--- src/design/wrst_pkg.sv ---
// Package for the weighted random server table: payload structs, codes.
// No dependencies.
`default_nettype none
package wrst_pkg;
   localparam int ID_W  = 64;
   localparam int WT_W  = 32;
   localparam int SUM_W = 39;

   typedef enum logic [1:0] {
      FUNC_ADD    = 2'd0,
      FUNC_REMOVE = 2'd1,
      FUNC_SELECT = 2'd2,
      FUNC_NOP    = 2'd3
   } func_type;

   typedef enum logic [2:0] {
      ST_OK       = 3'd0,
      ST_MISSING  = 3'd1,
      ST_BAD_WT   = 3'd2,
      ST_EMPTY    = 3'd3,
      ST_FULL     = 3'd4,
      ST_RANGE    = 3'd5
   } status_type;

   typedef struct packed {
      logic [1:0]       func;
      logic [ID_W-1:0]  server_id;
      logic [WT_W-1:0]  weight;
      logic [SUM_W-1:0] draw;
   } req_type;

   typedef struct packed {
      logic [2:0]       status;
      logic [ID_W-1:0]  chosen_id;
      logic [6:0]       chosen_slot;
      logic [7:0]       entry_count;
      logic [SUM_W-1:0] total_weight;
   } rsp_type;

   typedef struct packed {
      func_type         func;
      logic [ID_W-1:0]  server_id;
      logic [WT_W-1:0]  weight;
      logic             weight_bad;
      logic [SUM_W-1:0] draw;
   } cmd_type;

   typedef enum logic [2:0] {
      BK_IDLE,
      BK_SCAN,
      BK_MOVE,
      BK_FIX,
      BK_DONE
   } back_state_type;
endpackage
`default_nettype wire

--- src/design/wrst_front.sv ---
// Front end: accepts requests, resolves default weight, queues commands.
// Depends on wrst_pkg.
`default_nettype none
module wrst_front (
   input  wire logic             clock,
   input  wire logic             reset,
   input  wire logic             req_valid,
   output logic                  req_ready,
   input  wire wrst_pkg::req_type req_data,
   input  wire logic [31:0]      default_weight,
   output logic                  cmd_valid,
   input  wire logic             cmd_ready,
   output wrst_pkg::cmd_type     cmd_data
);
   wrst_pkg::cmd_type q_ff [2];
   logic [1:0] cnt_ff, cnt_in;
   logic       wp_ff, wp_in, rp_ff, rp_in;
   wrst_pkg::cmd_type c;
   logic push, pop;

   always_comb begin
      c.func       = wrst_pkg::func_type'(req_data.func);
      c.server_id  = req_data.server_id;
      c.draw       = req_data.draw;
      c.weight     = (req_data.weight == '0) ? default_weight : req_data.weight;
      c.weight_bad = (req_data.weight == '0) && (default_weight == '0);
   end

   assign req_ready = (cnt_ff != 2'd2);
   assign cmd_valid = (cnt_ff != 2'd0);
   assign cmd_data  = q_ff[rp_ff];
   assign push = req_valid && req_ready;
   assign pop  = cmd_valid && cmd_ready;
   assign wp_in = wp_ff ^ push;
   assign rp_in = rp_ff ^ pop;
   assign cnt_in = cnt_ff + {1'b0, push} - {1'b0, pop};

   always_ff @(posedge clock) begin
      if (push) q_ff[wp_ff] <= c;
      if (reset) begin
         cnt_ff <= '0; wp_ff <= 1'b0; rp_ff <= 1'b0;
      end else begin
         cnt_ff <= cnt_in; wp_ff <= wp_in; rp_ff <= rp_in;
      end
   end
endmodule
`default_nettype wire

--- config.mk ---
export PLATFORM = sky130hd
export DESIGN_NAME = wrst_front
export DESIGN_NICKNAME = d
export VERILOG_FILES = /design/src/design/wrst_pkg.sv /design/src/design/wrst_front.sv
export SDC_FILE = /design/constraint.sdc
export NUM_CORES = 1
export LEC_CHECK = 0
export ABC_AREA = 1
export BUFFER_PORTS_ARGS = -buffer_cell sky130_fd_sc_hd__buf_2
export CORE_UTILIZATION = 52
export DETAILED_ROUTE_END_ITERATION = 6
export GPL_TIMING_DRIVEN = 0
export PLACE_DENSITY_LB_ADDON = 0.1
export SETUP_SLACK_MARGIN = 0.3
export SYNTH_ARGS = -nofsm -noshare
export SYNTH_HDL_FRONTEND = slang
export SYNTH_SLANG_ARGS = --single-unit
export TNS_END_PERCENT = 20
--- constraint.sdc ---
create_clock -name clock -period 9.3 [get_ports clock]
set_input_delay 0.93 -clock clock [delete_from_list [all_inputs] [get_ports clock]]
set_output_delay 0.93 -clock clock [all_outputs]
set_load 0.05 [all_outputs]
==> summary.md <==
| Metric | Value |
|---|---|
| Worst Skew | approximately 0.0061 ns |
| Synth Net Count | 1081 |
| Cell variety after synth | 16 |
| Share of cells above drive strength 1 | a little under a third |
| Placer Congestion | around 0.81 |
| Most used cell, CP | buf_2 |
| Num ports | 313 |
| Worst-Skew Late Latency | approximately 0.53 ns |
| DRT Wirelength | 23100 um |
| Hpwl dp | ~17000 um |
| Pins Over Slew Limit | 0 |
| Cts hold-fix bufs | 0 |
| Total congestion overflow | 0 |
| RR Startpoint | cnt_ff[0] |
| Outcome | complete, no violations |
| Crit path arrival time | 2.19 ns |
| Hold Fails Final Rpt | 0 |
| Max clock buf depth | 3 |
| Initial antenna violation count | 8 |
| Hold Crit Class | input pin to register |
| Setup violators final | 0 |
| Synthesis-stage register bit count | 280 |
| Most common cell after layout, fill and taps aside | nand2_1 |
| Tot Pwr | 4.27 mW |
| Sequential area share after synthesis | 77.4% |
| CP delay by family, top | buffers and inverters |
| LEAKAGE | approximately 6 nW |
| Critical Path Source | rp_ff |
| DIE WIDTH | 146 um |
| DIE HEIGHT | 146 um |
| RSZ-0062 raised after global routing | no |
| Post-Layout Cell Count | 1553 |
| Slowest stage delay, CP | between 0.4 and 0.5 ns |
| Max Fclk | 0.320 GHz |
| Vias in the first global route | 6897 |
| Crit path kind | register to output port |
| Rows | 52 |
| Via count | about 7300 |
| Setup repair bufs after CTS | 0 |
| H-tree level count | 1 |
| CTS resizes | 0 |
| Avg Cell Area, Syn | 11.9 um^2 |
| Setup_tns | 0 ns |
| Detailed-router iteration count before antenna repair | 4 |
| Crit end category | output port |
| Mapped Cells | 906 |
| Clock sink count | between 200 and 300 |
| Power density over the cells | 309 nW/um^2 |
| Cell chain of the critical path | buf_2 -> buf_2 -> clkbuf_1 -> nand2_1 -> nand2_1 -> buf_2 |
| Initial DRC count | 377 |
| Synthesis-to-layout area growth | 28.0% |
| Max VDD drop | 0.189 mV |
| Core area | 20300 um^2 |
| Routed Antenna Nets | 0 |
| Relative slew slack | 63.5% |
| # Max-Cap Violations | 0 |
| Cell Count Post-Placement | 1495 |
| # DRC | 0 |
| Min Tclk post-route | 3.12 ns |
| Most frequent cells in the layout | nand2_1 (497), buf_2 (329), edfxtp_1 (276) |
| CP Max Fanout | 10 |
| Startpoint Class | register |
| Largest cells by area after synthesis | edfxtp_1 (77%), nand2_1 (17%), nor2_1 (1.5%) |
| Buf/Inv on CP | 4 |
| Port buffer count | 312 |
| CP required | about 8.4 ns |
| CTS Root Cell | clkbuf_16 |
| CTS tree | done |
| Yosys warning total | 0 |
| Mean routed wirelength per cell | 14.9 um |
| Hold path startpoint | req_data[30] |
| Initial Util | 53.3% |
| Clock Pin Slew Worst Setup and Hold Paths | about 0.060 ns |
| Least-Margin Pin Slew | between 0.5 and 0.6 ns |
| Mapped Area | 10800 um^2 |
| Nets | 1430 |
| Via density | 4.71 |
| Yosys top cell area share | between 70% and 80% |
| Largest net degree at the start of global routing | 61 |
| Die area | 21400 um^2 |
| Cts bufs inserted | 28 |
| Final Cycle Share | 33.6% |
| Leading area contributor after synthesis | edfxtp_1 |
| Worst path slowest cell | clkbuf_1 |
| Global Route Usage Sum | a little over a fifth |
| First-pass GRT wire length | 35200 um |
metrics by stage:
| step | utilization [%] | hold slack [ns] | setup slack [ns] | cell area, um^2 |
|---|---|---|---|---|
| after global placement | 62.6 | 0.546 | -1.47 | 12700 |
| after CTS | 68.1 | 0.565 | 6.12 | 13800 |
| after global routing | 68.2 | 0.561 | 5.95 | 13800 |
| after detailed placement | 63.6 | 0.641 | 6.73 | 12900 |
| final | 68.2 | 0.588 | 6.18 | 13800 |
| after floorplan | - | 0.534 | 1.90 | 10800 |
cells in the mapped netlist, drive strengths merged:
cell	count
nand2	497
inv	40
o21a	1
nor2	44
clkbuf	13
buf	21
dfxtp	4
nand4	4
ha	2
xnor2	2
or2	1
a21oi	1
edfxtp	276
where the power goes:
group	total (mW)	leakage, nW	switching, mW	internal [mW]
combinational	1.52	3.05	1.21	0.313
clock	1.10	0.443	0.443	0.661
sequential	1.64	2.61	0.0390	1.60
total	4.27	6.11	1.69	2.58
layer usage:
metal  GRT usage [%]  share of wire (%)
met1            24.8                 38
met2            38.2                 51
met3            5.63                8.4
met4            7.76                2.8
met5               0              0.086
logic make-up (layout without fill, tap and decap cells):
| logic type | count (synthesis) | count (layout) | synth area share [%] |
|---|---|---|---|
| DFF | 280 | 280 | 77.4 |
| and+or+nand+nor | 546 | 546 | 19.1 |
| other | 0 | 6 | 0 |
| adders and majority gates | 2 | 2 | 0.231 |
| AOI/OAI and AO/OA | 2 | 2 | 0.116 |
| buffers and inverters | 74 | 445 | 2.97 |
| xor gates and xnor gates | 2 | 2 | 0.162 |
path summary, 6_finish.rpt:
check,end,slack [ns],depth (start not counted)
max,cmd_data[124],6.18,6
min,q_ff[0][30],0.59,1
max reg2reg,q_ff[0][42],7.32,6
min reg2reg,cnt_ff[0],0.65,3
flip-flops by register name (all words and copies together) (netlist names):
name    cells
rp_ff       1
wp_ff       1
q_ff      276
cnt_ff      2
final cells by class:
cell class              count  area (um^2)
clock inverters            18          174
fillers                  1531         6450
clock buffers              34          754
repair buffers            319         1730
well taps                 270          338
diodes                      6         15.0
inverters                  40          150
plain buffers              34          171
flip-flops and latches    280         8370
multi-input cells         552         2140
Note: power is estimated with default switching activity, not from simulation.
